<file path="src/rtl/qcga_pkg.sv">
package qcga_pkg;

	localparam int QUANT_BITS = 8;
	localparam int DATA_WIDTH = 32;
	localparam int STEP       = (1 << QUANT_BITS) - 1;
	localparam int P_W        = 33 + QUANT_BITS;
	localparam int A_W        = P_W - 1;
	localparam int DEN_W      = 32 + QUANT_BITS;
	localparam int NUM_W      = 64;
	localparam int CNT_W      = 6;
	localparam int FIFO_DEPTH = 2;

	typedef enum logic [1:0] {
		CFG_CLIP_UPPER = 2'd0,
		CFG_CLIP_LOWER = 2'd1,
		CFG_ORIG_UPPER = 2'd2,
		CFG_ORIG_LOWER = 2'd3
	} cfg_index_t;

	typedef enum logic [1:0] {
		REG_INSIDE,
		REG_ABOVE,
		REG_BELOW
	} region_t;

	typedef enum logic [2:0] {
		ST_IDLE,
		ST_DIV1,
		ST_RES,
		ST_DIV2,
		ST_MUL,
		ST_ACC
	} state_t;

	typedef struct packed {
		logic signed [31:0] activation;
		logic signed [31:0] upstream_grad;
		logic               last;
	} act_t;

	typedef struct packed {
		logic signed [63:0] grad_upper;
		logic signed [63:0] grad_lower;
		logic               range_error;
	} res_t;

	typedef struct packed {
		region_t            region;
		logic [A_W-1:0]     mag;
		logic               neg;
		logic [31:0]        range;
		logic               ok;
		logic signed [31:0] grad;
		logic               last;
	} item_t;

endpackage

</file>
<file path="src/rtl/qcga_fifo.sv">
module qcga_fifo (
	input  logic            clk,
	input  logic            arst_n,
	input  logic            push,
	input  qcga_pkg::item_t push_data,
	output logic            full,
	input  logic            pop,
	output logic            empty,
	output qcga_pkg::item_t pop_data
);
	import qcga_pkg::*;

	localparam int PTR_W = $clog2(FIFO_DEPTH);

	item_t            mem_q [FIFO_DEPTH];
	logic [PTR_W-1:0] wr_q;
	logic [PTR_W-1:0] rd_q;
	logic [PTR_W:0]   count_q;

	assign full = (count_q == (PTR_W+1)'(FIFO_DEPTH));
	assign empty = (count_q == '0);
	assign pop_data = mem_q[rd_q];

	always_ff @(posedge clk) begin
		if (push && !full) begin
			mem_q[wr_q] <= push_data;
		end
	end

	always_ff @(posedge clk or negedge arst_n) begin
		if (!arst_n) begin
			wr_q <= '0;
			rd_q <= '0;
			count_q <= '0;
		end else begin
			if (push && !full) begin
				wr_q <= (wr_q == PTR_W'(FIFO_DEPTH-1)) ? '0 : wr_q + 1'b1;
			end
			if (pop && !empty) begin
				rd_q <= (rd_q == PTR_W'(FIFO_DEPTH-1)) ? '0 : rd_q + 1'b1;
			end
			count_q <= count_q + (PTR_W+1)'(push && !full) - (PTR_W+1)'(pop && !empty);
		end
	end
endmodule

</file>
<file path="config.mk">
export PLATFORM = sky130hd
export DESIGN_NAME = qcga_fifo
export DESIGN_NICKNAME = d
export VERILOG_FILES = /design/src/rtl/qcga_pkg.sv /design/src/rtl/qcga_fifo.sv
export SDC_FILE = /design/constraint.sdc
export NUM_CORES = 1
export LEC_CHECK = 0
export BUFFER_PORTS_ARGS = -buffer_cell sky130_fd_sc_hd__buf_4
export CORE_AREA = 2 2 156 158
export CTS_BUF_LIST = sky130_fd_sc_hd__clkbuf_8
export CTS_CLUSTER_DIAMETER = 50
export CTS_CLUSTER_SIZE = 24
export DETAILED_ROUTE_END_ITERATION = 10
export DIE_AREA = 0 0 158 160
export HOLD_SLACK_MARGIN = 0.03
export SYNTH_ARGS = -nofsm -noshare
export SYNTH_HDL_FRONTEND = slang
export SYNTH_SLANG_ARGS = --single-unit
</file>
<file path="constraint.sdc">
create_clock -name clk -period 6.61 [get_ports clk]
set_clock_uncertainty 0.15 [all_clocks]
set_input_delay 1.322 -clock clk [delete_from_list [all_inputs] [get_ports clk]]
set_output_delay 1.322 -clock clk [all_outputs]
set_load 0.01 [all_outputs]
</file>
==> impl_metrics.py <==
metrics = {
    "status": {
        "status": "finished clean",
    },
    "worst_setup_path": {
        "path_cells": "buf_4 -> mux2_2 -> buf_4",
        "critPathRequiredTime_ns": 5.14,
        "startpoint_type": "flop",
        "worst_path_largest_cell_delay_ns": 0.89,
        "crit_fanout": 57,
        "path_class": "reg -> out",
        "cp_num_buf_inv": 2,
        "cpMostUsedCell": "buf_4",
        "cp.arrival_ns": 2.89,
        "cp-end-kind": "primary output",
        "crit_family": "flip-flops",
        "crit_slowest_cell": "dfrtp_4",
    },
    "grt": {
        "grtUsageMet3_pct": 3.935,
        "grt_max_degree": 59,
        "track_usage_pct": 12.13,
        "grt_use_met1_pct": 14.38,
        "antenna_found_initial": 1,
        "grt_pass1_wl_um": 23810,
        "grt_pass1_vias": 4396,
        "busiest_layer": "met2",
        "grt_remaining_overflow": 0,
        "met2_usage_pct": 20.61,
    },
    "drt": {
        "first_iter_violations": 164,
        "wl_per_cell_um": 16.98,
        "drc": 0,
        "wl_um": 15960,
        "via_count": 4134,
        "antenna_left": 0,
        "viasPerCell": 4.398,
        "drt_pass1_iterations": 4,
    },
    "clock_network": {
        "clk_path_buf_depth": 3,
        "cts-buffers-inserted": 24,
        "cts_setup_buffers": 0,
        "ctsHoldBuffers": 0,
        "clock-root-buffer": "clkbuf_8",
        "clk_pin_slew_worst_paths_ns": 0.08,
        "h-tree-depth": 1,
        "cts_num_sinks": 222,
        "cts_resized": 0,
        "cts_tree": "built",
        "clkLatencyLatePin_ns": 0.52,
    },
    "floorplan": {
        "die_y_um": 160,
        "coreArea_um2": 23820,
        "std_cell_rows": 57,
        "fp.dieW_um": 158,
        "die-area_um2": 25280,
        "boundaryPins": 224,
        "start_util_pct": 34.01,
    },
    "timing": {
        "hold_violations": 0,
        "rsz0062_at_grt": "false",
        "whs_ns": 0.3789,
        "maxSlewHeadroom_pct": 43.76,
        "clock.fmax_ghz": 0.2290,
        "fin_crit_ns": 4.366,
        "tns_ns": 0,
        "setup_viol": 0,
        "finalCritPeriodShare_pct": 66.06,
        "maxSlewViolCount": 0,
        "tightestPinTransition_ns": 0.8437,
    },
    "logic_synthesis": {
        "yosysWarningCount": 0,
        "ys_ff_latch": 222,
        "ys_seq_area_share_pct": 82.05,
        "synth_cell_type_count": 14,
        "syn_nets": 472,
        "synthCells": 357,
        "syn_area_per_cell_um2": 22.69,
        "netlist_area_um2": 8100,
    },
    "layout": {
        "nets": 713,
        "synthToLayoutAreaGrowth_pct": 32.13,
        "mostFrequentLayoutCells": "227 x buf_4, 218 x edfxtp_1, 109 x mux2_2",
        "n_fill_cell": 2115,
        "drive_above_1_share_pct": 61.95,
        "fin_util_pct": 44.93,
        "layout_commonest_cell": "buf_4",
        "final_cells": 940,
    },
    "pwr": {
        "vdd_drop_max_v": 0.0002067,
        "power_density_nw_per_um2": 425.0,
        "total_power_mw": 4.548,
        "p_leak_nw": 3.943,
    },
    "min_path": {
        "min_path_type": "reg -> reg",
    },
    "job": {
        "maxCapViolations": 0,
    },
    "placed_design": {
        "place_inst": 896,
        "gp_congestion": 0.6811,
        "dp_hpwl_um": 10580,
        "place.port_buffers": 223,
    },
}
logic make-up (layout without fill, tap and decap cells):
logic type	Yosys count	after routing	share of synthesized area, %
buffers and inverters	14	272	1.684
AND/OR/NAND/NOR	6	6	0.3709
XOR/XNOR	4	4	0.4326
multiplexers	109	109	15.15
flip-flops	222	222	82.05
adder cells (fa/ha/maj)	2	2	0.3089
other	0	1	0
routing by layer:
| metal | vias to the layer above | wire length (um) |
|---|---|---|
| met5 | - | 0 |
| li1 | 1903 | - |
| met4 | 0 | 465 |
| met1 | 2047 | 6159 |
| met2 | 152 | 7983 |
| met3 | 32 | 1347 |
state kept, by name (all words and copies together), names as in the netlist:
name	cells
mem_q	218
count_q	2
wr_q	1
rd_q	1
worst reg2reg max path: stages, from the launching register on:
cell	delay, ns
dfrtp_1	0.41
nand2b_1	0.13
and3_4	0.74
buf_4	0.73
power by group:
part           internal (mW)  switching (mW)  leakage [nW]
combinational          0.746           0.676          1.58
clock                  0.536           0.536         0.297
sequential              1.92           0.130          2.07
total                   3.21            1.34          3.94
path summary, 6_finish.rpt:
path                                      startpoint               endpoint  slack (ns)  cells past startpoint
max in group asynchronous                     arst_n       wr_q$_DFFE_PN0P_        5.78                      1
worst max register to register  count_q[1]$_DFF_PN0_  mem_q[1][5]$_DFFE_PP_        4.06                      3
worst min register to register  count_q[1]$_DFF_PN0_   count_q[1]$_DFF_PN0_        0.38                      1
worst max-delay path                rd_q$_DFFE_PN0P_           pop_data[85]        2.24                      3
min in group asynchronous                     arst_n       rd_q$_DFFE_PN0P_        0.41                      1
worst min-delay path            count_q[1]$_DFF_PN0_   count_q[1]$_DFF_PN0_        0.38                      1
final cells by class:
cell class	count	area (um^2)	area share, %
antenna	1	2.502	0.02338
multi-input combinational	121	1330	12.43
clock inverter	19	272.8	2.549
tap	324	405.4	3.788
clock buffer	24	330.3	3.086
sequential	222	6650	62.13
inverter	2	7.507	0.07014
timing repair buffer	227	1704	15.92
Yosys cell counts:
library cell  number  area [um^2]
buf_6             11        123.9
ha_1               2        25.02
dfrtp_1            4        100.1
mux2_2           109         1227
xor2_1             1        8.760
and3_1             1        6.260
nor2_1             2        7.510
nand2_1            1        3.750
inv_1              2        7.510
nand2b_1           1        6.260
nor2b_1            1        6.260
edfxtp_1         218         6546
xnor2_1            3        26.28
buf_2              1        5.000
per-stage QoR:
stage / cell area [um^2] / setup slack, ns
4_1_cts: 10700 / 2.183
6_report: 10700 / 2.244
5_1_grt: 10700 / 2.056
3_3_place_gp: 10100 / 2.843
2_1_floorplan: 8103 / 1.769
3_5_place_dp: 10100 / 2.799
Note: power is estimated with default switching activity, not from simulation.
