File: src/rtl/qcga_pkg.sv
package qcga_pkg;

	localparam int QUANT_BITS = 8;
	localparam int DATA_WIDTH = 32;
	localparam int STEP       = (1 << QUANT_BITS) - 1;
	localparam int P_W        = 33 + QUANT_BITS;
	localparam int A_W        = P_W - 1;
	localparam int DEN_W      = 32 + QUANT_BITS;
	localparam int NUM_W      = 64;
	localparam int CNT_W      = 6;
	localparam int FIFO_DEPTH = 2;

	typedef enum logic [1:0] {
		CFG_CLIP_UPPER = 2'd0,
		CFG_CLIP_LOWER = 2'd1,
		CFG_ORIG_UPPER = 2'd2,
		CFG_ORIG_LOWER = 2'd3
	} cfg_index_t;

	typedef enum logic [1:0] {
		REG_INSIDE,
		REG_ABOVE,
		REG_BELOW
	} region_t;

	typedef enum logic [2:0] {
		ST_IDLE,
		ST_DIV1,
		ST_RES,
		ST_DIV2,
		ST_MUL,
		ST_ACC
	} state_t;

	typedef struct packed {
		logic signed [31:0] activation;
		logic signed [31:0] upstream_grad;
		logic               last;
	} act_t;

	typedef struct packed {
		logic signed [63:0] grad_upper;
		logic signed [63:0] grad_lower;
		logic               range_error;
	} res_t;

	typedef struct packed {
		region_t            region;
		logic [A_W-1:0]     mag;
		logic               neg;
		logic [31:0]        range;
		logic               ok;
		logic signed [31:0] grad;
		logic               last;
	} item_t;

endpackage

File: src/rtl/qcga_back.sv
module qcga_back (
	input  logic            clk,
	input  logic            arst_n,
	input  logic            item_valid,
	input  qcga_pkg::item_t item,
	output logic            item_pop,
	output logic            res_valid,
	input  logic            res_stall,
	output qcga_pkg::res_t  res
);
	import qcga_pkg::*;

	function automatic logic signed [63:0] sat_add(logic signed [63:0] a,
			logic signed [63:0] b);
		logic signed [65:0] s;
		s = 66'(a) + 66'(b);
		if (s > 66'sh0_7FFF_FFFF_FFFF_FFFF) begin
			return 64'sh7FFF_FFFF_FFFF_FFFF;
		end else if (s < -66'sh0_8000_0000_0000_0000) begin
			return -64'sh8000_0000_0000_0000;
		end
		return s[63:0];
	endfunction

	state_t             state_q, state_d;
	item_t              item_q;
	logic [DEN_W-1:0]   den_q;
	logic [31:0]        rem1_q;
	logic [DEN_W-1:0]   rem2_q;
	logic [NUM_W-1:0]   num_q;
	logic [31:0]        quo_q;
	logic [CNT_W-1:0]   cnt_q;
	logic               rneg_q;
	logic signed [64:0] prod_q;
	logic signed [63:0] sum_upper_q;
	logic signed [63:0] sum_lower_q;
	logic               err_q;
	logic               res_valid_q;
	res_t               res_q;

	logic [32:0]        trial1;
	logic [DEN_W:0]     trial2;
	logic [31:0]        mag;
	logic               sgn;
	logic signed [32:0] r;
	logic [64:0]        p_abs;
	logic [63:0]        t_mag;
	logic signed [63:0] term;
	logic signed [63:0] g32;
	logic signed [63:0] next_upper;
	logic signed [63:0] next_lower;
	logic               acc_go;

	assign res_valid = res_valid_q;
	assign res = res_q;

	always_comb begin
		trial1 = {rem1_q, num_q[NUM_W-1]};
		trial2 = {rem2_q, num_q[NUM_W-1]};
		if (rem1_q == '0) begin
			mag = '0;
			sgn = 1'b0;
		end else if ({rem1_q, 1'b0} >= {1'b0, item_q.range}) begin
			mag = item_q.range - rem1_q;
			sgn = item_q.neg;
		end else begin
			mag = rem1_q;
			sgn = !item_q.neg;
		end
		if (!item_q.ok) begin
			r = '0;
		end else if (rneg_q) begin
			r = -$signed({1'b0, quo_q});
		end else begin
			r = $signed({1'b0, quo_q});
		end
		p_abs = prod_q[64] ? 65'(-prod_q) : 65'(prod_q);
		t_mag = 64'((p_abs + 65'h8000) >> 16);
		term = prod_q[64] ? -$signed(t_mag) : $signed(t_mag);
		g32 = 64'(item_q.grad) <<< 16;
		next_upper = sat_add(sum_upper_q,
			(item_q.region == REG_ABOVE) ? term + g32 : term);
		next_lower = sat_add(sum_lower_q,
			(item_q.region == REG_BELOW) ? g32 - term : -term);
		acc_go = !item_q.last || !res_valid_q || !res_stall;

		state_d = state_q;
		item_pop = 1'b0;
		case (state_q)
			ST_IDLE: begin
				if (item_valid) begin
					item_pop = 1'b1;
					state_d = ST_DIV1;
				end
			end
			ST_DIV1: begin
				if (cnt_q == '0) begin
					state_d = ST_RES;
				end
			end
			ST_RES: state_d = ST_DIV2;
			ST_DIV2: begin
				if (cnt_q == '0) begin
					state_d = ST_MUL;
				end
			end
			ST_MUL: state_d = ST_ACC;
			ST_ACC: begin
				if (acc_go) begin
					state_d = ST_IDLE;
				end
			end
			default: state_d = ST_IDLE;
		endcase
	end

	always_ff @(posedge clk or negedge arst_n) begin
		if (!arst_n) begin
			state_q <= ST_IDLE;
		end else begin
			state_q <= state_d;
		end
	end

	always_ff @(posedge clk) begin
		case (state_q)
			ST_IDLE: begin
				item_q <= item;
				den_q <= DEN_W'(item.range) * DEN_W'(STEP);
				num_q <= {item.mag, (NUM_W-A_W)'(0)};
				rem1_q <= '0;
				cnt_q <= CNT_W'(A_W - 1);
			end
			ST_DIV1: begin
				if (trial1 >= {1'b0, item_q.range}) begin
					rem1_q <= 32'(trial1 - {1'b0, item_q.range});
				end else begin
					rem1_q <= trial1[31:0];
				end
				num_q <= num_q << 1;
				cnt_q <= cnt_q - 1'b1;
			end
			ST_RES: begin
				num_q <= {mag, 32'd0} + NUM_W'(den_q >> 1);
				rneg_q <= sgn;
				rem2_q <= '0;
				quo_q <= '0;
				cnt_q <= CNT_W'(NUM_W - 1);
			end
			ST_DIV2: begin
				if (trial2 >= {1'b0, den_q}) begin
					rem2_q <= DEN_W'(trial2 - {1'b0, den_q});
					quo_q <= {quo_q[30:0], 1'b1};
				end else begin
					rem2_q <= trial2[DEN_W-1:0];
					quo_q <= {quo_q[30:0], 1'b0};
				end
				num_q <= num_q << 1;
				cnt_q <= cnt_q - 1'b1;
			end
			ST_MUL: prod_q <= 65'(item_q.grad) * 65'(r);
			default: ;
		endcase
	end

	always_ff @(posedge clk or negedge arst_n) begin
		if (!arst_n) begin
			sum_upper_q <= '0;
			sum_lower_q <= '0;
			err_q <= 1'b0;
			res_valid_q <= 1'b0;
		end else begin
			if (res_valid_q && !res_stall) begin
				res_valid_q <= 1'b0;
			end
			if (state_q == ST_ACC && acc_go) begin
				if (item_q.last) begin
					res_q.grad_upper <= next_upper;
					res_q.grad_lower <= next_lower;
					res_q.range_error <= err_q || !item_q.ok;
					res_valid_q <= 1'b1;
					sum_upper_q <= '0;
					sum_lower_q <= '0;
					err_q <= 1'b0;
				end else begin
					sum_upper_q <= next_upper;
					sum_lower_q <= next_lower;
					err_q <= err_q || !item_q.ok;
				end
			end
		end
	end
endmodule

File: config.mk
export PLATFORM = sky130hd
export DESIGN_NAME = qcga_back
export DESIGN_NICKNAME = d
export VERILOG_FILES = /design/src/rtl/qcga_pkg.sv /design/src/rtl/qcga_back.sv
export SDC_FILE = /design/constraint.sdc
export NUM_CORES = 2
export LEC_CHECK = 0
export ABC_CLOCK_PERIOD_IN_PS = 19200
export CORE_MARGIN = 2
export CORE_UTILIZATION = 40
export CTS_BUF_LIST = sky130_fd_sc_hd__clkbuf_16
export DETAILED_ROUTE_END_ITERATION = 7
export DONT_BUFFER_PORTS = 1
export SYNTH_ARGS = -nofsm -noshare
export SYNTH_HDL_FRONTEND = slang
export SYNTH_SLANG_ARGS = --single-unit
File: constraint.sdc
create_clock -name clk -period 19.2 [get_ports clk]
set_input_delay 0.96 -clock clk [delete_from_list [all_inputs] [get_ports clk]]
set_output_delay 0.96 -clock clk [all_outputs]
set_load 0.01 [all_outputs]
==> summary.md <==
| Metric | Value |
|---|---|
| Cts bufs inserted | 83 |
| # Post-CTS Setup Buffers | 0 |
| Largest cells by area after synthesis | fa_1 (28%), edfxtp_1 (16%), ha_1 (8.1%) |
| Detailed Route Iter0 Violations | 5240 |
| First-pass DRT Iterations | 6 |
| First-pass GRT wire length | 434000 µm |
| Share of flip-flops with an asynchronous set or reset | 0.218 |
| Relative slew slack | 0.167 |
| Post-route ant nets | 0 |
| Die Wd | 479 µm |
| Setup WS post-layout | 3.80 ns |
| Hold/Removal Path Class | in -> async |
| Drt drc | 0 |
| CP arrival | 16.02 ns |
| Slew Limit Fails | 0 |
| Met2 Resource Use GR | 0.399 |
| Final instance area | 96300 µm² |
| Setup WS pre-CTS | 4.01 ns |
| FF/Latch Area | 17700 µm² |
| PortBufs | 0 |
| Crit path kind | reg -> reg |
| Yosys reg bits | 610 |
| Wirelength per Cell | 21.3 µm |
| Worst-Margin Slew | 1.24 ns |
| Ports | 244 |
| Crit path required time | 19.82 ns |
| Net Count, Synth | 12100 |
| Num rows | 174 |
| Met1 Track Usage GR | 0.319 |
| Htree depth | 3 |
| Share of layout cells above drive strength 1 | 0.0410 |
| Final Wtd Congestion | 0.931 |
| Primary FF master, synth | edfxtp_1 |
| Skew-Pair Late Insertion Delay | 0.78 ns |
| Clock skew | 0.0675 ns |
| Achievable Freq | 64.9 MHz |
| Final wirelength | 277000 µm |
| Total grt overflow | 0 |
| Area delta synth->final | 6.91% |
| CTS tree | built |
| Detailed placement HPWL | 211000 µm |
| Ys Warns | 0 |
| Sequential fraction of the synthesis area | 0.196 |
| Initial antenna violation count | 10 |
| Critical path fanouts, max | 24 |
| Avg Inst Size Synth | 8.86 µm² |
| Post-synthesis cell count | 10200 |
| CTS sink cnt | 610 |
| GRT Max-Usage Layer | met2 |
| Max-cap violation count | 0 |
| Met3 Use GR | 0.0418 |
| Die area | 229000 µm² |
| Max incr delay on CP | 0.77 ns |
| Total GRT Usage | 0.243 |
| Final worst path period need | 15.40 ns |
| CTS root buf | clkbuf_16 |
| Endpoints failing hold | 0 |
| Initial Util | 0.402 |
| Placed Area | 93300 µm² |
| Clock transition time at the flip-flop clock pins of the worst setup and hold paths | 0.08 ns |
| Vias post-DR | 71000 |
| Layout net count | 11900 |
| Area leader, netlist | fa_1 |
| Slowest cell on the critical path | o41ai_1 |
| Vias in the first global route | 73800 |
| Status | finished, final reports clean |
| Core box area | 224000 µm² |
| Vias per Instance | 5.46 |
| Crit. End Element | flop |
| Most frequent CP cell | a21oi_1 |
| Number of fill cells | 22100 |
| Tcrit/Tclk final | 0.802 |
| Clock Tree Buf Depth | 3 |
| Cell variety after synth | 100 |
| Pin count of the biggest net entering global routing | 134 |
| Setup TNS Final | 0 ns |
| Startpoint types | flop |
| Post-synth EDFFs | 477 |
| Synthesized area | 90100 µm² |
| Final setup viols | 0 |
| RSZ-0062 raised after global routing | false |
| Die height | 479 µm |
| Yosys top cell area share | 0.282 |
| Area occupied by multi-input gates | 64500 µm² |
-- state kept, by name, indices dropped and copies added, names as in the netlist --
name and count:
res 129, prod_q 65, num_q 64, sum_lower_q 64
sum_upper_q 64, rem2_q 40, den_q 39, item_q 37
g32 32, quo_q 32, rem1_q 32, cnt_q 6
state_q 3, err_q 1, res_valid 1, rneg_q 1
-- stage by stage --
step	std cells	hold slack [ns]	util
floorplan	10200	0.456	-
CTS	13000	0.206	0.429
global route	13000	0.227	0.429
global placement	12800	0.466	0.416
finish	13000	0.213	0.429
detailed placement	12800	0.472	0.416
-- cell families (layout without fill, tap and decap cells) --
family	Yosys count	count (layout)	share of synthesized area
AND/OR/NAND/NOR	3165	3165	0.163
buffers and inverters	2163	1991	0.0903
adder cells (fa/ha/maj)	1884	1884	0.367
AO/OA/AOI/OAI	1711	1711	0.121
flip-flops	610	610	0.196
XOR/XNOR	578	578	0.0562
multiplexers	58	58	0.00653
other	0	11	0
-- cells in the mapped netlist (185+ instances only) --
cell type / n
and2_1: 226
nand2_1: 1332
fa_1: 1269
a21o_1: 185
ha_1: 582
xnor2_1: 423
edfxtp_1: 477
a21oi_1: 448
nor2_1: 666
inv_1: 1689
clkbuf_1: 429
o21ai_0: 444
-- worst max-delay path, delay by kind of cell, from the launching register on --
family                     cells  cell delay, ns
DFF                            1            0.39
AOI/OAI and AO/OA             25            7.65
xor gates and xnor gates       5            1.14
buffers and inverters          3            0.97
and+or+nand+nor               14            4.10
adders and majority gates      3            0.93
-- timing repair --
item,4_1_cts,5_1_grt
gates resized for setup,0,0
hold buffers,1,0
hold endpoints to repair,133,0
-- worst paths after layout --
check,start,endpoint,slack (ns),depth (start not counted)
setup / recovery,prod_q[12],res[109],3.80,50
hold / removal,arst_n,sum_lower_q[11],0.21,1
setup reg to reg,prod_q[12],res[109],3.80,50
hold reg to reg,sum_upper_q[31],sum_upper_q[31],0.48,1
max in group asynchronous,arst_n,state_q[1],18.30,1
min in group clk,item[11],g32[26],0.27,0
-- cell usage in the layout, fill, tap and decap left out, types with 63 or more instances in the layout --
cell type and n:
nand3_1 132, a31oi_1 63, a21o_1 185, fa_1 1269, inv_1 1698, nor2_1 659, ha_1 582, nand2b_1 104
dfrtp_1 130, or3_1 64, and3_1 153, o21ai_0 444, nor3_1 153, clkbuf_16 83, xor2_1 152, and2_1 228
buf_4 139, a21oi_1 447, edfxtp_1 477, nor2b_1 75, xnor2_1 419, nand2_1 1331
-- area by class of cell --
type                            instances  area share
Timing Repair Buffer                  140      0.0111
Tap cell                             2992      0.0389
Clock inverter                         73     0.00907
Antenna cell                           11    0.000286
Sequential cell                       610       0.183
Multi-Input combinational cell       7396       0.670
Clock buffer                           83      0.0216
Inverter                             1695      0.0661
-- layer usage --
layer | vias to the layer above | wire length, µm
met3 | 494 | 19000
met4 | 4 | 11600
li1 | 32600 | -
met2 | 2412 | 129000
met5 | - | 31
met1 | 35600 | 117000
Power is not shown: default switching activity piles up to over one toggle a cycle in this logic, so the estimate is an artifact.
