===== src/rtl/qcga_pkg.sv =====
package qcga_pkg;

	localparam int QUANT_BITS = 8;
	localparam int DATA_WIDTH = 32;
	localparam int STEP       = (1 << QUANT_BITS) - 1;
	localparam int P_W        = 33 + QUANT_BITS;
	localparam int A_W        = P_W - 1;
	localparam int DEN_W      = 32 + QUANT_BITS;
	localparam int NUM_W      = 64;
	localparam int CNT_W      = 6;
	localparam int FIFO_DEPTH = 2;

	typedef enum logic [1:0] {
		CFG_CLIP_UPPER = 2'd0,
		CFG_CLIP_LOWER = 2'd1,
		CFG_ORIG_UPPER = 2'd2,
		CFG_ORIG_LOWER = 2'd3
	} cfg_index_t;

	typedef enum logic [1:0] {
		REG_INSIDE,
		REG_ABOVE,
		REG_BELOW
	} region_t;

	typedef enum logic [2:0] {
		ST_IDLE,
		ST_DIV1,
		ST_RES,
		ST_DIV2,
		ST_MUL,
		ST_ACC
	} state_t;

	typedef struct packed {
		logic signed [31:0] activation;
		logic signed [31:0] upstream_grad;
		logic               last;
	} act_t;

	typedef struct packed {
		logic signed [63:0] grad_upper;
		logic signed [63:0] grad_lower;
		logic               range_error;
	} res_t;

	typedef struct packed {
		region_t            region;
		logic [A_W-1:0]     mag;
		logic               neg;
		logic [31:0]        range;
		logic               ok;
		logic signed [31:0] grad;
		logic               last;
	} item_t;

endpackage


===== src/rtl/qcga_front.sv =====
module qcga_front (
	input  qcga_pkg::act_t      act,
	input  logic signed [31:0]  clip_upper,
	input  logic signed [31:0]  clip_lower,
	input  logic signed [31:0]  orig_upper,
	input  logic signed [31:0]  orig_lower,
	output qcga_pkg::item_t     item
);
	import qcga_pkg::*;

	logic signed [DATA_WIDTH-1:0] x_raw;
	logic signed [DATA_WIDTH-1:0] g_raw;
	logic signed [31:0]           x;
	logic signed [31:0]           v;
	logic signed [P_W-1:0]        n;
	logic signed [32:0]           dd;
	logic signed [P_W-1:0]        n_abs;

	always_comb begin
		x_raw = act.activation[DATA_WIDTH-1:0];
		g_raw = act.upstream_grad[DATA_WIDTH-1:0];
		x = 32'(x_raw);
		if (x > clip_upper) begin
			item.region = REG_ABOVE;
		end else if (x < clip_lower) begin
			item.region = REG_BELOW;
		end else begin
			item.region = REG_INSIDE;
		end
		v = (item.region == REG_INSIDE) ? x : orig_lower;
		n = P_W'(v) * P_W'(STEP);
		n_abs = n[P_W-1] ? -n : n;
		item.mag = n_abs[A_W-1:0];
		item.neg = n[P_W-1];
		dd = 33'(orig_upper) - 33'(orig_lower);
		item.ok = !dd[32] && (dd != 33'sd0);
		item.range = dd[31:0];
		item.grad = 32'(g_raw);
		item.last = act.last;
	end
endmodule


===== config.mk =====
export PLATFORM = sky130hd
export DESIGN_NAME = qcga_front
export DESIGN_NICKNAME = d
export VERILOG_FILES = /design/src/rtl/qcga_pkg.sv /design/src/rtl/qcga_front.sv
export SDC_FILE = /design/constraint.sdc
export NUM_CORES = 1
export LEC_CHECK = 0
export BUFFER_PORTS_ARGS = -buffer_cell sky130_fd_sc_hd__buf_4
export CAP_MARGIN = 30
export CORE_ASPECT_RATIO = 0.6
export CORE_UTILIZATION = 25
export DETAILED_ROUTE_END_ITERATION = 16
export GPL_TIMING_DRIVEN = 0
export SLEW_MARGIN = 40
export SYNTH_ARGS = -nofsm -noshare
export SYNTH_HDL_FRONTEND = slang
export SYNTH_SLANG_ARGS = --single-unit
export TNS_END_PERCENT = 10

===== constraint.sdc =====
create_clock -name vclk -period 29.2
set_clock_uncertainty 0.05 [all_clocks]
set_input_delay 5.84 -clock vclk [all_inputs]
set_output_delay 5.84 -clock vclk [all_outputs]
set_load 0.1 [all_outputs]

==> run_results.csv, run 1 <==
group,metric,value,unit
global_route,maximum_number_of_pins_on_one_net_before_global_route_repair,13,
die,initial_core_util,0.257,
finish,most-common-layout-cells,"433 x inv_1, 302 x buf_4, 176 x ha_1",
worst_setup_path,slowest_stage,"clkbuf_1",
sta,timing.final.setup_violations,0,
hold_path,timing.hold.worst.class,"in2out",
worst_setup_path,critical-path-top-cell-by-count,"inv_1",
synth,synth_compound_area_frac,0.163,
worst_setup_path,worstPathMaxFanout,10,
worst_setup_path,worst_path_largest_cell_delay,0.66,ns
synth,synth_warnings,0,
routing,post_dr_vias_cell,4.60,
finish,n_sequential_cell,0,
sta,post_route_fraction_of_the_period_consumed_by_the_critical_path,0.795,
placed_design,io_buffers,269,
hold_path,timing.hold.worst.start,"act[15]",
synth,synth_seq_area_share,0,
synth,ys_types,77,
sta,slew_violations,0,
worst_setup_path,path_class,"in2out",
sta,finalWorstPathRequiredPeriod,23.23,ns
sta,timing.final.hold_violations,0,
global_route,grt_pass1_wl,59800,microns
clock_tree,cts.hold.buffers_added,0,
synth,post_synth.cell_area_avg,7.65,sq um
sta,tightestPinTransition,0.852,ns
die,fp.dieH,172,microns
finish,final-seq-area,0,sq um
die,die-width,285,microns
routing,route.vias.total,11400,
global_route,grt_pass1_vias,11300,
routing,final_antenna_net_count,0,
routing,routed_wl,38100,microns
synth,syn-cell-area,12000,sq um
global_route,initial_antenna_violation_count,0,
synth,postSynthCellCount,1572,
finish,layout-area-overhead-vs-synth,23.6,%
clock_tree,cts_post_setup_buffers_inserted,0,
worst_setup_path,crit_path_end_kind,"primary output",
finish,final_common_cell,"inv_1",
sta,rsz_0062_raised_after_global_routing,"no",
placed_design,globalplace.congestion,0.924,
worst_setup_path,cp_bufs_invs,12,
synth,main_combinational_cell_family_by_area_after_synthesis,"adder cells",
routing,avgRoutedWirePerCell,15.4,microns
hold_path,worstHoldPathCells,2,
sta,max_slew_headroom_at_the_worst_pin,0.432,
finish,fillCellCount,5061,
die,io_pins,302,
worst_setup_path,required_time_of_the_critical_path,23.31,ns
worst_setup_path,timing.critical_path.max_delay_family,"buffers and inverters",
synth,post_synth_and_or_nand_nor_area_fraction,0.126,
synth,synth.net_count,2091,
placed_design,place.detailed.hpwl,35100,microns
global_route,grt.overflow.total,0,
die,die_area,49000,sq um
routing,drc,0,
worst_setup_path,critical_path_arrival,17.34,ns
finish,drive_gt1_frac,0.192,
synth,muxShareOfSynthArea,0.0387,
routing,drt_iter0_markers,676,
synth,fraction_of_synthesized_cell_area_in_xor_and_xnor_cells,0.0761,
global_route,grt_usage,0.152,
clock_tree,ctsResizeCount,0,
sta,fmaxAchievable,43.1,MHz
worst_setup_path,startpoint,"act[47]",
sta,final.setup.tns,0,ns
synth,post_synth_fa_ha_maj_area_fraction,0.433,
flow_run,timing.max_cap.violations,0,
hold_path,hold-path-endpoint,"item[15]",
die,core_box_area,46900,sq um
run_status,outcome,"completed",
finish,layout.clock_buffers,0,
worst_setup_path,timing.critical_path.from_type,"input pin",
routing,drt_first_pass_iters,7,
finish,final_nets,2362,
die,placement_rows,61,
[Yosys cell counts, types with 3 or more instances]
cell | instances | area (sq um)
inv_1 | 433 | 1630
ha_1 | 176 | 2200
fa_1 | 150 | 3000
a21oi_1 | 101 | 505
nand2_1 | 95 | 357
nor2_1 | 75 | 282
xnor2_1 | 71 | 622
o21ai_0 | 48 | 240
buf_4 | 33 | 248
xor2_1 | 29 | 254
mux2_2 | 28 | 315
nor3_1 | 25 | 125
nand3_1 | 24 | 120
a21o_1 | 23 | 173
clkbuf_1 | 22 | 82.6
nand2b_1 | 20 | 125
nand4_1 | 17 | 106
mux2i_1 | 15 | 150
o31ai_1 | 12 | 90.1
o21ai_1 | 11 | 55.1
o21bai_1 | 10 | 75.1
a211oi_1 | 9 | 67.6
a31oi_1 | 9 | 56.3
and2_1 | 9 | 56.3
o211ai_1 | 9 | 67.6
o21a_1 | 9 | 67.6
and3_1 | 8 | 50.1
a2111oi_0 | 6 | 52.6
and4_1 | 5 | 43.8
nor2b_1 | 5 | 31.3
nor4_1 | 5 | 31.3
o41ai_1 | 5 | 43.8
a221oi_1 | 4 | 35.0
or4_1 | 4 | 30.0
a2111o_1 | 3 | 33.8
a211o_1 | 3 | 26.3
a21boi_0 | 3 | 22.5
a311oi_1 | 3 | 26.3
o31a_1 | 3 | 26.3
or2_2 | 3 | 18.8
or3_1 | 3 | 18.8
[kinds of logic (layout without fill, tap and decap cells)]
group / after synthesis / count (layout)
buffers and inverters: 490 / 759
adders and majority gates: 326 / 326
and+or+nand+nor: 311 / 311
AOI/OAI and AO/OA: 300 / 300
xor gates and xnor gates: 102 / 102
muxes: 43 / 43
other: 0 / 1
[how the worst max path moves through the flow]
stage	end	slack, ns	cells after the start
floorplan	item[101]	5.23	34
global placement	item[102]	5.04	35
detailed placement	item[82]	5.75	35
CTS	item[82]	5.69	35
global route	item[82]	5.34	36
finish	item[102]	5.97	35
[layer usage]
layer | part of all wire | vias to the layer above | global-route usage
li1 | - | 5590 | -
met1 | 0.50 | 5455 | 0.225
met2 | 0.43 | 325 | 0.245
met3 | 0.057 | 8 | 0.0158
met4 | 0.0053 | 0 | 0.00907
met5 | 0 | - | 0
[through the flow]
step,worst slack [ns],std cells,instance area [sq um],hold WS [ns],util
after floorplan,5.23,1572,12000,11.84,-
after global placement,5.04,2471,14800,11.96,0.317
after detailed placement,5.75,2471,14900,11.96,0.317
after CTS,5.69,2471,14900,11.96,0.317
after global routing,5.34,2471,14900,11.96,0.317
final,5.97,2472,14900,11.96,0.317
[cell type report]
class	instances	area, sq um	share of cell area
repair buffers	269	2020	0.136
plain buffers	57	348	0.0234
multi-input cells	1082	10100	0.678
well taps	630	788	0.0530
inverters	433	1630	0.109
diodes	1	2.50	0.000168
Power of run 1 is left out: the tool's default activity adds up to more than one toggle a clock period on the data nets, which glitch-free logic cannot reach.
==> run 2, diff against run 1 <==
Clock period 29.2 ns to 19.8 ns, I/O delays scaled along.
==> run 2 against run 1 <==
Net effect: worst setup slack got worse by 5.1 ns; via count barely moved; global-route usage is 0.18 points higher; design area about the same; final cell count stayed put; die area unchanged; utilization is essentially flat; flip-flop and latch count is the same; worst hold slack got worse by 3.8 ns; clock-buffer cell count unchanged; critical path depth down 1; non-clock buffer count unchanged; critical path type unchanged; highest routed layer unchanged.
==> run_results.csv, run 2 (synthesized netlist as in run 1, its figures left out) <==
group,metric,value,unit
run_status,outcome,"completed",
sta,hold_slack,8.20,ns
sta,timing.final.setup_violations,0,
die,die_area,49000,sq um
worst_setup_path,cp_bufs_invs,10,
flow_run,timing.max_cap.violations,0,
routing,drc,0,
sta,timing.final.hold_violations,0,
placed_design,post_dp_cell_area,14900,sq um
routing,drt_iter0_markers,654,
global_route,maximum_number_of_pins_on_one_net_before_global_route_repair,13,
finish,fillCellCount,5118,
finish,layout.clock_buffers,0,
placed_design,io_buffers,269,
worst_setup_path,crit_path_end_kind,"primary output",
placed_design,place.detailed.hpwl,35300,microns
global_route,grt_pass1_vias,11400,
worst_setup_path,required_time_of_the_critical_path,15.79,ns
finish,final_common_cell,"inv_1",
routing,drt_first_pass_iters,5,
hold_path,timing.hold.worst.class,"in2out",
worst_setup_path,timing.critical_path.from_type,"input pin",
finish,design_area,14900,sq um
routing,route.vias.total,11400,
routing,routed_wl,37800,microns
worst_setup_path,path_class,"in2out",
worst_setup_path,critical_path_arrival,14.88,ns
die,die-width,285,microns
global_route,grt_pass1_wl,60500,microns
die,fp.dieH,172,microns
finish,final-seq-area,0,sq um
sta,setup_ws,0.908,ns
sta,final.setup.tns,0,ns
sta,slew_violations,0,
routing,final_antenna_net_count,0,
die,initial_core_util,0.257,
sta,tightestPinTransition,0.886,ns
global_route,grt.overflow.total,0,
global_route,initial_antenna_violation_count,0,
worst_setup_path,timing.critical_path.max_delay_family,"compound AO/OA/AOI/OAI gates",
clock_tree,ctsResizeCount,0,
finish,most-common-layout-cells,"433 x inv_1, 302 x buf_4, 176 x ha_1",
worst_setup_path,critical-path-top-cell-by-count,"inv_1",
placed_design,globalplace.congestion,0.900,
sta,post_route_fraction_of_the_period_consumed_by_the_critical_path,0.954,
finish,layout-area-overhead-vs-synth,23.6,%
clock_tree,cts.hold.buffers_added,0,
sta,max_slew_headroom_at_the_worst_pin,0.408,
worst_setup_path,worstPathMaxFanout,17,
routing,post_dr_vias_cell,4.60,
finish,n_sequential_cell,0,
routing,avgRoutedWirePerCell,15.3,microns
clock_tree,cts_post_setup_buffers_inserted,0,
worst_setup_path,slowest_stage,"a2111oi_1",
global_route,grt_usage,0.154,
die,placement_rows,61,
placed_design,detailedPlace.worstSlack,0.197,ns
finish,drive_gt1_frac,0.193,
sta,fmaxAchievable,52.9,MHz
sta,finalWorstPathRequiredPeriod,18.89,ns
sta,rsz_0062_raised_after_global_routing,"no",
worst_setup_path,worst_path_largest_cell_delay,0.86,ns
die,io_pins,302,
die,core_box_area,46900,sq um
finish,final_nets,2362,
run 2: cell counts in the layout (fill, tap and decap cells not counted):
No cell type changed its count.
run 2: path summary, 6_finish.rpt:
path / start / endpoint / depth (start not counted)
setup / recovery: act[47] / item[95] / 34
hold / removal: act[15] / item[15] / 2
run 2: area by class of cell:
type	instances	area (sq um)	area share
buffer	56	345	0.0232
timing repair buffer	270	2030	0.136
inverter	433	1630	0.109
antenna	1	2.50	0.000168
tap	630	788	0.0530
multi-input combinational	1082	10100	0.678
run 2: stage by stage:
| stage | util | instances |
|---|---|---|
| CTS | 0.317 | 2471 |
| detailed placement | 0.317 | 2471 |
| global placement | 0.317 | 2471 |
| finish | 0.317 | 2472 |
| floorplan | - | 1572 |
| global route | 0.317 | 2471 |
run 2: per-layer routing:
| layer | vias to the layer above | track usage | part of all wire |
|---|---|---|---|
| li1 | 5597 | - | - |
| met1 | 5485 | 0.229 | 0.50 |
| met2 | 278 | 0.249 | 0.44 |
| met3 | 8 | 0.0162 | 0.053 |
| met4 | 0 | 0.00512 | 0.0025 |
| met5 | - | 0 | 0 |
==> run 3, diff against run 2 <==
Settings changed: RECOVER_POWER from default to 100.
==> run 3 against run 2 <==
Net effect: critical path depth did not move; final cell count did not move; via count barely moved; non-clock buffer count did not move; worst setup slack got worse by 0.046 ns; global-route usage did not move; first-iteration DRC count fell by 12%.
==> run_results.csv, run 3 (synthesized netlist as in run 1, its figures left out) <==
group,metric,value,unit
run_status,outcome,"completed",
worst_setup_path,critical-path-top-cell-by-count,"inv_1",
finish,n_sequential_cell,0,
routing,drt_iter0_markers,573,
worst_setup_path,worstPathMaxFanout,17,
worst_setup_path,cp_bufs_invs,10,
routing,final_antenna_net_count,0,
finish,final_nets,2362,
placed_design,place.detailed.hpwl,35300,microns
worst_setup_path,required_time_of_the_critical_path,15.79,ns
worst_setup_path,slowest_stage,"a2111oi_1",
sta,setup_ws,0.862,ns
sta,finalWorstPathRequiredPeriod,18.94,ns
finish,drive_gt1_frac,0.156,
die,core_box_area,46900,sq um
sta,fmaxAchievable,52.8,MHz
worst_setup_path,crit_path_end_kind,"primary output",
flow_run,timing.max_cap.violations,0,
placed_design,io_buffers,269,
finish,layout-area-overhead-vs-synth,21.1,%
global_route,maximum_number_of_pins_on_one_net_before_global_route_repair,13,
worst_setup_path,timing.critical_path.from_type,"input pin",
sta,slew_violations,0,
sta,rsz_0062_raised_after_global_routing,"no",
die,die-width,285,microns
sta,post_route_fraction_of_the_period_consumed_by_the_critical_path,0.956,
worst_setup_path,path_class,"in2out",
hold_path,timing.hold.worst.class,"in2out",
worst_setup_path,worst_path_largest_cell_delay,0.80,ns
die,io_pins,302,
worst_setup_path,critical_path_arrival,14.93,ns
routing,avgRoutedWirePerCell,15.3,microns
sta,timing.final.setup_violations,0,
placed_design,globalplace.congestion,0.900,
routing,drc,0,
die,fp.dieH,172,microns
finish,layout.clock_buffers,0,
die,initial_core_util,0.257,
clock_tree,cts_post_setup_buffers_inserted,0,
routing,routed_wl,37800,microns
placed_design,detailedPlace.worstSlack,0.197,ns
sta,max_slew_headroom_at_the_worst_pin,0.218,
finish,final-seq-area,0,sq um
die,die_area,49000,sq um
sta,timing.final.hold_violations,0,
global_route,grt_pass1_vias,11400,
global_route,grt_pass1_wl,60500,microns
worst_setup_path,timing.critical_path.max_delay_family,"compound AO/OA/AOI/OAI gates",
sta,tightestPinTransition,1.18,ns
routing,route.vias.total,11400,
finish,fillCellCount,5181,
finish,final_common_cell,"inv_1",
routing,drt_first_pass_iters,5,
global_route,grt_usage,0.154,
finish,most-common-layout-cells,"433 x inv_1, 198 x buf_4, 176 x ha_1",
die,placement_rows,61,
global_route,grt.overflow.total,0,
routing,post_dr_vias_cell,4.60,
global_route,initial_antenna_violation_count,0,
## run 3: cell count changes in the layout (fill, tap and decap cells not counted)
cell and delta:
clkbuf_1 +67, buf_2 +2, clkbuf_4 +18, clkbuf_2 +17, buf_4 -104
## run 3: layout make-up
type,count,area (sq um),share of cell area
multi-input combinational,1082,10100,0.692
timing repair buffer,270,1730,0.119
inverter,433,1630,0.112
tap,630,788,0.0541
buffer,56,345,0.0237
antenna,1,2.50,0.000172
## run 3: through the flow
stage / instance area (sq um) / cells / setup TNS, ns / hold WS, ns / util
final: 14600 / 2472 / 0 / 8.46 / 0.311
after global routing: 14600 / 2471 / 0 / 8.47 / 0.311
after CTS: 14900 / 2471 / 0 / 8.20 / 0.317
after detailed placement: 14900 / 2471 / 0 / 8.20 / 0.317
after global placement: 14800 / 2471 / -15.49 / 8.20 / 0.317
after floorplan: 12000 / 1572 / 0 / 8.08 / -
## run 3: routing by layer
layer	share of wire	global-route usage
met1	0.50	0.229
met2	0.44	0.249
met5	0	0
met4	0.0024	0.00512
met3	0.051	0.0162
## run 3: timing repair
action | 4_1_cts | 5_1_grt
setup endpoints to repair | 0 | 35
resized for setup | 0 | 1
hold buffers | 0 | 0
## run 3: final timing paths
check / slack [ns] / endpoint / cells after the start / from
setup / recovery: 0.86 / item[104] / 34 / act[47]
hold / removal: 8.46 / item[8] / 2 / act[8]
